`src/sv/lme_pkg.sv`:
```
package lme_pkg;

  localparam int WINDOW_W = 24;
  localparam int MARK_W   = 16;
  localparam int BYTE_W   = 8;
  localparam int NCH      = 3;

  localparam logic [MARK_W-1:0] STOP_CODE = 16'hFFFE;
  localparam logic [4:0]        COUNT_SAT = 5'd24;
  localparam logic [4:0]        CHECK_MIN = 5'd17;

  // queue between front and back
  localparam int QDEPTH  = 2;
  localparam int QPTR_W  = $clog2(QDEPTH);
  localparam int QLVL_W  = $clog2(QDEPTH + 1);

  typedef enum logic [1:0] {
    KIND_BYTE      = 2'd0,
    KIND_FINAL     = 2'd1,
    KIND_NOT_FOUND = 2'd2
  } kind_t;

  typedef struct packed {
    logic [BYTE_W-1:0] data;
    kind_t             kind;
  } res_t;

  // results of one pixel; two set means both slots are used
  typedef struct packed {
    logic       two;
    res_t [1:0] res;
  } job_t;

endpackage

```
`src/sv/lme_pixel_if.sv`:
```
interface lme_pixel_if;
  logic       valid;
  logic       ready;
  logic [7:0] red_level;
  logic [7:0] green_level;
  logic [7:0] blue_level;
  logic       start_of_image;
  logic       end_of_image;

  modport source (
    output valid, red_level, green_level, blue_level, start_of_image, end_of_image,
    input  ready
  );
  modport sink (
    input  valid, red_level, green_level, blue_level, start_of_image, end_of_image,
    output ready
  );
endinterface

```
`src/sv/lme_result_if.sv`:
```
interface lme_result_if;
  logic       valid;
  logic       ready;
  logic [7:0] data_byte;
  logic [1:0] result_kind;
  logic       last_of_run;

  modport source (
    output valid, data_byte, result_kind, last_of_run,
    input  ready
  );
  modport sink (
    input  valid, data_byte, result_kind, last_of_run,
    output ready
  );
endinterface

```
`src/sv/lme_front.sv`:
```
module lme_front (
  input  logic          clk,
  input  logic          rst,
  lme_pixel_if.sink     pixel,
  output logic          push_valid,
  input  logic          push_ready,
  output lme_pkg::job_t push_job
);
  import lme_pkg::*;

  logic [WINDOW_W-1:0] window, window_next;
  logic [4:0]          count, count_next;
  logic [2:0]          phase, phase_next;
  logic                done, done_next;
  logic [1:0]          n;
  logic [NCH-1:0]      lsb;
  logic [BYTE_W-1:0]   mask;
  job_t                job;
  logic                accept;

  assign lsb    = {pixel.blue_level[0], pixel.green_level[0], pixel.red_level[0]};
  assign accept = pixel.valid && pixel.ready;

  always_comb begin
    window_next = window;
    count_next  = count;
    phase_next  = phase;
    done_next   = done;
    n           = 2'd0;
    mask        = '0;
    job         = '0;
    if (pixel.start_of_image) begin
      window_next = '0;
      count_next  = '0;
      phase_next  = '0;
      done_next   = 1'b0;
    end
    for (int ch = 0; ch < NCH; ch++) begin
      if (!done_next) begin
        window_next = {window_next[WINDOW_W-2:0], lsb[ch]};
        if (count_next < COUNT_SAT) count_next = count_next + 5'd1;
        phase_next = phase_next + 3'd1;
        if (count_next >= CHECK_MIN && window_next[MARK_W-1:0] == STOP_CODE) begin
          // leftover bits: phase, or a full byte on phase zero
          mask = 8'hFF >> (3'd0 - phase_next);
          job.res[n[0]].data = window_next[WINDOW_W-1:MARK_W] & mask;
          job.res[n[0]].kind = KIND_FINAL;
          n         = n + 2'd1;
          done_next = 1'b1;
        end else if (count_next == COUNT_SAT && phase_next == 3'd0) begin
          job.res[n[0]].data = window_next[WINDOW_W-1:MARK_W];
          job.res[n[0]].kind = KIND_BYTE;
          n = n + 2'd1;
        end
      end
    end
    if (pixel.end_of_image && !done_next) begin
      job.res[n[0]].data = '0;
      job.res[n[0]].kind = KIND_NOT_FOUND;
      n         = n + 2'd1;
      done_next = 1'b1;
    end
    job.two = n[1];
  end

  assign pixel.ready = push_ready;
  assign push_valid  = pixel.valid && (n != 2'd0);
  assign push_job    = job;

  always_ff @(posedge clk) begin
    if (rst) begin
      window <= '0;
      count  <= '0;
      phase  <= '0;
      done   <= 1'b0;
    end else if (accept) begin
      window <= window_next;
      count  <= count_next;
      phase  <= phase_next;
      done   <= done_next;
    end
  end
endmodule

```
`src/sv/lme_queue.sv`:
```
module lme_queue (
  input  logic                       clk,
  input  logic                       rst,
  input  logic                       push_valid,
  output logic                       push_ready,
  input  lme_pkg::job_t              push_job,
  output logic                       pop_valid,
  input  logic                       pop_ready,
  output lme_pkg::job_t              pop_job,
  output logic [lme_pkg::QLVL_W-1:0] level
);
  import lme_pkg::*;

  job_t              slots [QDEPTH];
  logic [QPTR_W-1:0] wr_ptr, rd_ptr;
  logic              push, pop;

  assign push_ready = (level != QLVL_W'(QDEPTH));
  assign pop_valid  = (level != '0);
  assign push       = push_valid && push_ready;
  assign pop        = pop_valid && pop_ready;
  assign pop_job    = slots[rd_ptr];

  always_ff @(posedge clk) begin
    if (push) slots[wr_ptr] <= push_job;
  end

  always_ff @(posedge clk) begin
    if (rst) begin
      wr_ptr <= '0;
      rd_ptr <= '0;
      level  <= '0;
    end else begin
      if (push) wr_ptr <= (wr_ptr == QPTR_W'(QDEPTH - 1)) ? '0 : wr_ptr + 1'b1;
      if (pop)  rd_ptr <= (rd_ptr == QPTR_W'(QDEPTH - 1)) ? '0 : rd_ptr + 1'b1;
      if (push && !pop)      level <= level + 1'b1;
      else if (pop && !push) level <= level - 1'b1;
    end
  end
endmodule

```
`src/sv/lme_back.sv`:
```
module lme_back (
  input  logic          clk,
  input  logic          rst,
  input  logic          pop_valid,
  output logic          pop_ready,
  input  lme_pkg::job_t pop_job,
  lme_result_if.source  message
);
  import lme_pkg::*;

  logic second;
  logic last;
  logic take;

  assign last                = !pop_job.two || second;
  assign take                = message.valid && message.ready;
  assign message.valid       = pop_valid;
  assign message.data_byte   = pop_job.res[second].data;
  assign message.result_kind = pop_job.res[second].kind;
  assign message.last_of_run = last;
  assign pop_ready           = message.ready && last;

  always_ff @(posedge clk) begin
    if (rst) begin
      second <= 1'b0;
    end else if (take) begin
      second <= !last;
    end
  end
endmodule

```
`src/sv/lsb_message_extractor_top.sv`:
```
// channel  | dir | fields
// pixel    | in  | red_level, green_level, blue_level, start_of_image, end_of_image
// message  | out | data_byte, result_kind, last_of_run
//
// One pixel a cycle while the queue has room; its bits are scanned in the accept
// cycle and 0 to 2 words queued. A pixel's first word enters the queue on accept and
// is offered from its head. A pixel with two words holds the output for the second; the
// 2-entry queue absorbs it unless the next pixel also queues a word, which fills the queue.
// Pixel ready drops only when the queue is full; message stalls back up through it.
// Synchronous reset clears search state and the queue; no clearing pass.
module lsb_message_extractor_top (
  input  logic         clk,
  input  logic         rst,
  lme_pixel_if.sink    pixel,
  lme_result_if.source message
);
  import lme_pkg::*;

  logic              push_valid, push_ready;
  logic              pop_valid, pop_ready;
  job_t              push_job, pop_job;
  logic [QLVL_W-1:0] level;

  lme_front u_front (
    .clk        (clk),
    .rst        (rst),
    .pixel      (pixel),
    .push_valid (push_valid),
    .push_ready (push_ready),
    .push_job   (push_job)
  );

  lme_queue u_queue (
    .clk        (clk),
    .rst        (rst),
    .push_valid (push_valid),
    .push_ready (push_ready),
    .push_job   (push_job),
    .pop_valid  (pop_valid),
    .pop_ready  (pop_ready),
    .pop_job    (pop_job),
    .level      (level)
  );

  lme_back u_back (
    .clk       (clk),
    .rst       (rst),
    .pop_valid (pop_valid),
    .pop_ready (pop_ready),
    .pop_job   (pop_job),
    .message   (message)
  );

  a_kind_legal: assert property (@(posedge clk) disable iff (rst)
    message.valid |-> message.result_kind != 2'd3)
    else $error("illegal result kind");

  a_notfound_last: assert property (@(posedge clk) disable iff (rst)
    (message.valid && message.result_kind == KIND_NOT_FOUND)
      |-> (message.last_of_run && message.data_byte == '0))
    else $error("not-found word must be last and zero");

  a_queue_fill: assert property (@(posedge clk) disable iff (rst)
    (push_valid && push_ready && !(pop_valid && pop_ready) && level == QLVL_W'(QDEPTH - 1))
      |=> !pixel.ready)
    else $error("queue full but pixel still accepted");
endmodule
```
`src/flat_wrapper.sv`:
```
// flat-port wrapper written by rule: the top's interface ports become plain ports
module lsb_message_extractor_top_flat import lme_pkg::*;
  (clk, rst, pixel_valid, pixel_red_level, pixel_green_level, pixel_blue_level, pixel_start_of_image, pixel_end_of_image, pixel_ready, message_valid, message_data_byte, message_result_kind, message_last_of_run, message_ready);
  lme_pixel_if pixel_i ();
  lme_result_if message_i ();
  input  logic clk;
  input  logic rst;
  input wire logic [$bits(pixel_i.valid)-1:0] pixel_valid;
  input wire logic [$bits(pixel_i.red_level)-1:0] pixel_red_level;
  input wire logic [$bits(pixel_i.green_level)-1:0] pixel_green_level;
  input wire logic [$bits(pixel_i.blue_level)-1:0] pixel_blue_level;
  input wire logic [$bits(pixel_i.start_of_image)-1:0] pixel_start_of_image;
  input wire logic [$bits(pixel_i.end_of_image)-1:0] pixel_end_of_image;
  output wire logic [$bits(pixel_i.ready)-1:0] pixel_ready;
  output wire logic [$bits(message_i.valid)-1:0] message_valid;
  output wire logic [$bits(message_i.data_byte)-1:0] message_data_byte;
  output wire logic [$bits(message_i.result_kind)-1:0] message_result_kind;
  output wire logic [$bits(message_i.last_of_run)-1:0] message_last_of_run;
  input wire logic [$bits(message_i.ready)-1:0] message_ready;
  assign pixel_i.valid = pixel_valid;
  assign pixel_i.red_level = pixel_red_level;
  assign pixel_i.green_level = pixel_green_level;
  assign pixel_i.blue_level = pixel_blue_level;
  assign pixel_i.start_of_image = pixel_start_of_image;
  assign pixel_i.end_of_image = pixel_end_of_image;
  assign pixel_ready = pixel_i.ready;
  assign message_valid = message_i.valid;
  assign message_data_byte = message_i.data_byte;
  assign message_result_kind = message_i.result_kind;
  assign message_last_of_run = message_i.last_of_run;
  assign message_i.ready = message_ready;
  lsb_message_extractor_top u_core (.clk(clk), .rst(rst), .pixel(pixel_i), .message(message_i));
endmodule
```
`config.mk`:
```
export PLATFORM = sky130hd
export DESIGN_NAME = lsb_message_extractor_top_flat
export DESIGN_NICKNAME = d
export VERILOG_FILES = /design/src/sv/lme_pkg.sv /design/src/sv/lme_pixel_if.sv /design/src/sv/lme_result_if.sv /design/src/sv/lme_front.sv /design/src/sv/lme_queue.sv /design/src/sv/lme_back.sv /design/src/sv/lsb_message_extractor_top.sv /design/src/flat_wrapper.sv
export SDC_FILE = /design/constraint.sdc
export NUM_CORES = 1
export LEC_CHECK = 0
export ABC_CLOCK_PERIOD_IN_PS = 16900
export BUFFER_PORTS_ARGS = -buffer_cell sky130_fd_sc_hd__buf_2
export CORE_ASPECT_RATIO = 0.9
export CORE_MARGIN = 4
export CORE_UTILIZATION = 30
export DETAILED_ROUTE_END_ITERATION = 16
export SLEW_MARGIN = 20
export SYNTH_ARGS = -nofsm -noshare
export SYNTH_HDL_FRONTEND = slang
export SYNTH_SLANG_ARGS = --single-unit
export TNS_END_PERCENT = 100
```
`constraint.sdc`:
```
create_clock -name clk -period 16.9 [get_ports clk]
set_input_delay 0.845 -clock clk [delete_from_list [all_inputs] [get_ports clk]]
set_output_delay 0.845 -clock clk [all_outputs]
set_load 0.02 [all_outputs]
```
# Word level (Yosys, flattened, before mapping)
# Memories as Yosys holds them, arrays and structs flattened. A register that Yosys moved wholly into a read port is not among the register bits.
# Cells that the tools add are included.
# op_classes
n_bitwise	3
mux	78
reduce_logical	30
n_addsub	16
order_cmp	13
n_eq_ne	7
n_shift	3
# ops
op	n
bitwise mux 20 bit	10
two-way mux 20 bit	7
two-way mux 23 bit	4
two-way mux 10 bit	8
demux 10 bit (select 1 bit)	6
two-way mux 5 bit	10
equality test 16 bit (second input constant)	3
bitwise AND 8 bit	3
two-way mux 2 bit	12
>> shifter 8 x 3 -> 8 bit (first input constant)	3
logical AND 1 bit	18
two-way mux 1 bit	17
adder 5 x 1 -> 5 bit (second input constant)	3
equality test 5 bit (second input constant)	3
>= comparator 5 bit (second input constant)	3
< comparator 5 bit (second input constant)	3
two-way mux 3 bit	4
adder 3 x 1 -> 3 bit (second input constant)	3
logical NOT 3 bit	3
subtractor 1 x 3 -> 3 bit (first input constant)	3
adder 2 x 1 -> 2 bit (second input constant)	4
< comparator 1 x 2 -> 1 bit (second input constant)	4
nonzero test 2 bit	3
logical NOT 1 bit	5
5 further kinds	8
# word_totals
mem_count	1
regBits	37
ram_bits	42
output_inout_bits	13
inputBits	30
# mem_list
name	words	word_bits	rd	rd_clocked_by_memory_dff	wr	line	source
u_core.u_queue.slots	2	21	1	1	1	lme_queue.sv:14	job_t slots [QDEPTH];

# Logic depth before layout (Yosys ltp)
# depth
ltp_word	28
ltp_mapped	28

# Cells and area by module
# From an unflattened synthesis, not the netlist that was laid out.
# unflattened
cells_unflattened	695
hier_area_um2	5858.1
# by_module_without_submodules
mod	cells_each	area_each_um2	seq_area_each_um2	instances
lme_front	588	3940.0	640.6	1
lme_queue	89	1730.4	1361.3	1
lme_back	18	187.7	20.0	1

# Least setup slack after synthesis
# Ideal clock, no wire load.
# synth_path
path_kind	input to register
from	input pixel_start_of_image
to	memory u_core.u_queue.slots[0][0] in the netlist's numbering (enable)
setup_ns	0.432
n_path_buf	4
cell_stages	20
slack_ns	9.055
arrival_ns	7.413
path_cell_list	buf_2 -> buf_1 -> buf_1 -> clkbuf_1 -> nor2b_1 -> ha_1 -> nor2b_1 -> mux2i_1 -> or4b_4 -> a21oi_1 -> mux2_2 -> ha_1 -> nand2b_1 -> a2111o_1 -> a31oi_1 -> a21boi_0 -> o31a_1 -> o211ai_1 -> o31ai_4 -> a211oi_1
# synth_between
elab_chain_cells	24
# synth_lines
element	line	source
from (decl)	flat_wrapper.sv:12	input wire logic [$bits(pixel_i.start_of_image)-1:0] pixel_start_of_image;
parallel branches: the longest is 18 deep, another holds adder 5 x 1 -> 5 bit	--	
two-way mux 2 bit (*)	lme_front.sv:57	if (pixel.end_of_image && !done_next) begin
nonzero test 2 bit (*)	lme_front.sv:67	assign push_valid = pixel.valid && (n != 2'd0);
logical AND 1 bit (*)	lme_front.sv:67	
logical AND 1 bit (*)	lme_queue.sv:20	assign push = push_valid && push_ready;
two-way mux 1 bit (*)	lme_queue.sv:25	if (push) slots[wr_ptr] <= push_job;
two-way mux 1 bit (implied by the code) (*)	lme_queue.sv:25	
to (decl)	lme_queue.sv:14	
# Mark *: on every way between the ends. The select of a mux whose other input is x is not followed.

# Worst setup path in the final report
# layout_path
from	input pixel_start_of_image
to	register u_core.u_queue.level[1] in the netlist's numbering
# layout_between
elab_chain_cells	25
# layout_lines
element	line	source
parallel branches: the longest is 18 deep, another holds adder 5 x 1 -> 5 bit	--	
two-way mux 2 bit (*)	lme_front.sv:57	
nonzero test 2 bit (*)	lme_front.sv:67	
logical AND 1 bit (*)	lme_front.sv:67	
logical AND 1 bit (*)	lme_queue.sv:20	
via u_core.u_queue.push	lme_queue.sv:16	logic push, pop;
logical NOT 1 bit	lme_queue.sv:37	else if (pop && !push) level <= level - 1'b1;
logical AND 1 bit	lme_queue.sv:37	
nonzero test 2 bit (no source line)	--	
to (signal assigned)	lme_queue.sv:36	if (push && !pop) level <= level + 1'b1;
to (signal assigned)	lme_queue.sv:37	
to (decl)	lme_queue.sv:10	output logic [lme_pkg::QLVL_W-1:0] level
# Mark *: on every way through the listed nets, which the timed path passes. The select of a mux whose other input is x is not followed.
# A chain may end at the register's enable or synchronous reset.

==> run_results.csv <==
group,metric,value,unit
floorplan,start_util,30.79,%
clock_tree,clock-sinks,80,
clock_tree,cts_buffers,9,
clock_tree,cts_resized,0,
worst_setup_path,worstPathRequired,17170,ps
sta,rsz0062_at_grt,"false",
clock_tree,htree_levels,3,
route,postRouteAntennaNets,0,
clock_tree,cts_setup_buffers,0,
worst_setup_path,cp-end-kind,"flip-flop",
sta,fmax,144.1,MHz
power_and_ir_drop,total_power,0.6450,mW
yosys,synth_area,0.005722,mm2
route,drt-met1-wl,7.786,mm
worst_setup_path,worst-r2r-cell-count,19,
worst_setup_path,reg2reg_to,"u_core.u_queue.level[1]$_SDFFE_PP0P_",
yosys,synth_seq_cells,80,
yosys,synthArstFlopShare,0,%
sta,setup_viol,0,
final_layout,fin_cells,911,
floorplan,chipHeight,139.0,um
sta,timing_hold_violations_final,0,
sta,fin_crit_sh,41.05,%
sta,finalWorstSetupSlack,9962,ps
clock_tree,clk_pin_slew,60,ps
clock_tree,cts_buffer_depth,2,
clock_tree,cts_tree,"done",
yosys,synth.top_cell.area_share,22.04,%
grt,grt_pass1_vias,4793,
route,wl_per_cell,17.80,um
hold_path,hold_class,"flip-flop to flip-flop",
yosys,synth_edf_count,42,
final_layout,diodes,0,
power_and_ir_drop,vdd_drop_max,0.00004578,V
grt,antenna_found_initial,0,
route,dr.pass1.iters,5,
flow_run,drv_cap,0,
placed_design,dp_hpwl,11.52,mm
final_layout,final_nets,709,
route,highest_layer,"met4",
hold_path,hold_start,"u_core.u_queue.rd_ptr$_SDFFE_PP0P_",
route,via_per_inst,5.718,
route,wl_met3,1.256,mm
yosys,yosys_warnings,0,
hold_path,hold_end,"u_core.u_queue.rd_ptr$_SDFFE_PP0P_",
sta,finalSetupTns,0,ps
yosys,syn_inst,661,
clock_tree,hold_buffers,0,
yosys,synth_area_per_cell,8.656,um2
floorplan,dieArea,0.02135,mm2
worst_setup_path,worstSetupStartpointType,"input port",
worst_setup_path,reg2reg_from,"u_core.u_front.count[0]$_SDFFE_PP0P_",
yosys,ys.flop_type,"edfxtp_1",
placed_design,place_ws,9734,ps
grt,grt_pass1_wl,26.50,mm
grt,grt_max_degree,42,
placed_design,globalplace.congestion,0.9412,
sta,slew_violations,0,
yosys,yosysSeqAreaShare,35.34,%
floorplan,core.rowCount,47,
hold_path,hold_depth,2,
route,drc,0,
status,status,"finished, final reports clean",
grt,track_usage,15.21,%
yosys,ys_types,83,
yosys,syn_nets,709,
yosys,synthTopCellsByArea,"edfxtp_1 22%, dfxtp_1 13%, nand2_1 5.6%, nor2_1 5.2%, mux2i_1 4.7%",
final_layout,area_growth,11.15,%
yosys,yosysTopAreaCell,"edfxtp_1",
worst_setup_path,crit_type,"input port to flip-flop",
sta,skew,6.322,ps
floorplan,num_io_pins,43,
floorplan,core_area,0.01858,mm2
route,dr_wl_met2,6.894,mm
worst_setup_path,rrSetupSlack,10500,ps
power_and_ir_drop,p_leak,2.309,nW
sta,period_needed,6938,ps
placed_design,placed_cells,895,
clock_tree,root_buffer,"clkbuf_16",
clock_tree,insertion_delay,350,ps
route,drt-initial-drc-count,648,
final_layout,drive_gt1_share,12.61,%
floorplan,die_x,153.6,um
route,vias,5209,
sta,maxSlewHeadroom,35.32,%
grt,globalRoute.totalOverflow,0,
worst_setup_path,critPathMaxFanout,39,
power_and_ir_drop,p_per_area,101.4,mW/mm2
route,wl,16.22,mm
sta,tightest_slew,967.9,ps
placed_design,portBuffers,21,
worst_setup_path,arrival,7210,ps
flip-flops by register name (all words and copies together), names as in the netlist, named ones only:
register / cells
u_core.u_queue.slots: 42
u_core.u_front.window: 23
u_core.u_front.count: 5
u_core.u_front.phase: 3
u_core.u_queue.level: 2
u_core.u_back.second: 1
u_core.u_front.done: 1
u_core.u_queue.rd_ptr: 1
u_core.u_queue.wr_ptr: 1
cells in the mapped netlist, drive strengths merged, types with 9 or more instances:
cell type / count
o211ai: 13
o21ai: 16
inv: 20
ha: 18
a21oi: 50
mux2i: 27
nor2b: 11
buf: 16
nor2: 80
mux4: 10
dfxtp: 38
nor3: 20
nand3: 23
nand4: 13
nand2b: 9
nand2: 85
edfxtp: 42
clkbuf: 24
a211oi: 14
stage by stage:
stage	cell area [um2]	hold WS (ps)	util [%]
2_1_floorplan	5722	456.6	-
3_3_place_gp	6022	487.8	32.41
3_5_place_dp	6033	491.2	32.47
4_1_cts	6360	508.6	34.22
5_1_grt	6360	531.0	34.22
6_report	6360	507.6	34.22
placed cells by master (no fill, tap or decap), types with 14 or more instances in the layout:
cell | netlist | final
nand2_1 | 85 | 85
nor2_1 | 79 | 79
a21oi_1 | 49 | 47
edfxtp_1 | 42 | 42
dfxtp_1 | 38 | 38
mux2i_1 | 27 | 27
nand3_1 | 23 | 23
buf_2 | 3 | 21
inv_1 | 20 | 20
nor3_1 | 19 | 19
ha_1 | 18 | 18
o21ai_0 | 14 | 14
critical path: stages:
cell and delay (ps):
buf_2 70, buf_4 380, nor2b_1 140, ha_1 280
and3_1 210, a22oi_1 640, nor2_1 350, a21oi_1 450
mux2_2 410, ha_1 300, nand2b_1 150, a2111o_1 400
a31oi_1 290, a21boi_0 330, o31a_1 340, o21a_1 240
o31ai_4 380, a21oi_1 130, ha_1 340, or3_1 350
a21oi_1 140
how the worst max path moves through the flow:
stage | startpoint | end | slack [ps] | cells after the start
after floorplan | pixel_start_of_image | u_core.u_queue.slots[0][0]$_DFFE_PP_ | 9050 | 20
after global placement | pixel_start_of_image | u_core.u_queue.slots[0][0]$_DFFE_PP_ | 9410 | 18
after detailed placement | pixel_start_of_image | u_core.u_queue.slots[0][0]$_DFFE_PP_ | 9730 | 19
after CTS | pixel_start_of_image | u_core.u_queue.level[1]$_SDFFE_PP0P_ | 10100 | 21
after global routing | pixel_start_of_image | u_core.u_queue.level[1]$_SDFFE_PP0P_ | 9530 | 23
final | pixel_start_of_image | u_core.u_queue.level[1]$_SDFFE_PP0P_ | 9960 | 21
cells by family after synthesis:
family / count (synthesis) / share of synthesized area, %
and+or+nand+nor: 286 / 24.19
muxes: 41 / 9.512
AOI/OAI and AO/OA: 161 / 20.29
xor gates and xnor gates: 14 / 2.143
buffers and inverters: 61 / 4.592
adders and majority gates: 18 / 3.936
DFF: 80 / 35.34
routing by layer:
layer  track usage [%]  vias up
met1             23.04     2499
met4             4.693        0
met3             3.183       19
li1                  -     2470
met5                 0        -
met2             21.56      221
cell type report:
cell class / count / area (um2)
inverters: 21 / 78.83
multi-input cells: 520 / 3457
clock inverters: 7 / 101.3
clock buffers: 9 / 225.2
well taps: 245 / 306.5
flip-flops and latches: 80 / 2022
repair buffers: 29 / 168.9
fillers: 1999 / 12220
report_power, final:
group	internal (mW)	total, mW	switching (mW)
combinational	0.0688	0.185	0.116
clock	0.131	0.217	0.0860
sequential	0.222	0.243	0.0213
Power figures use the tool's default switching activity.
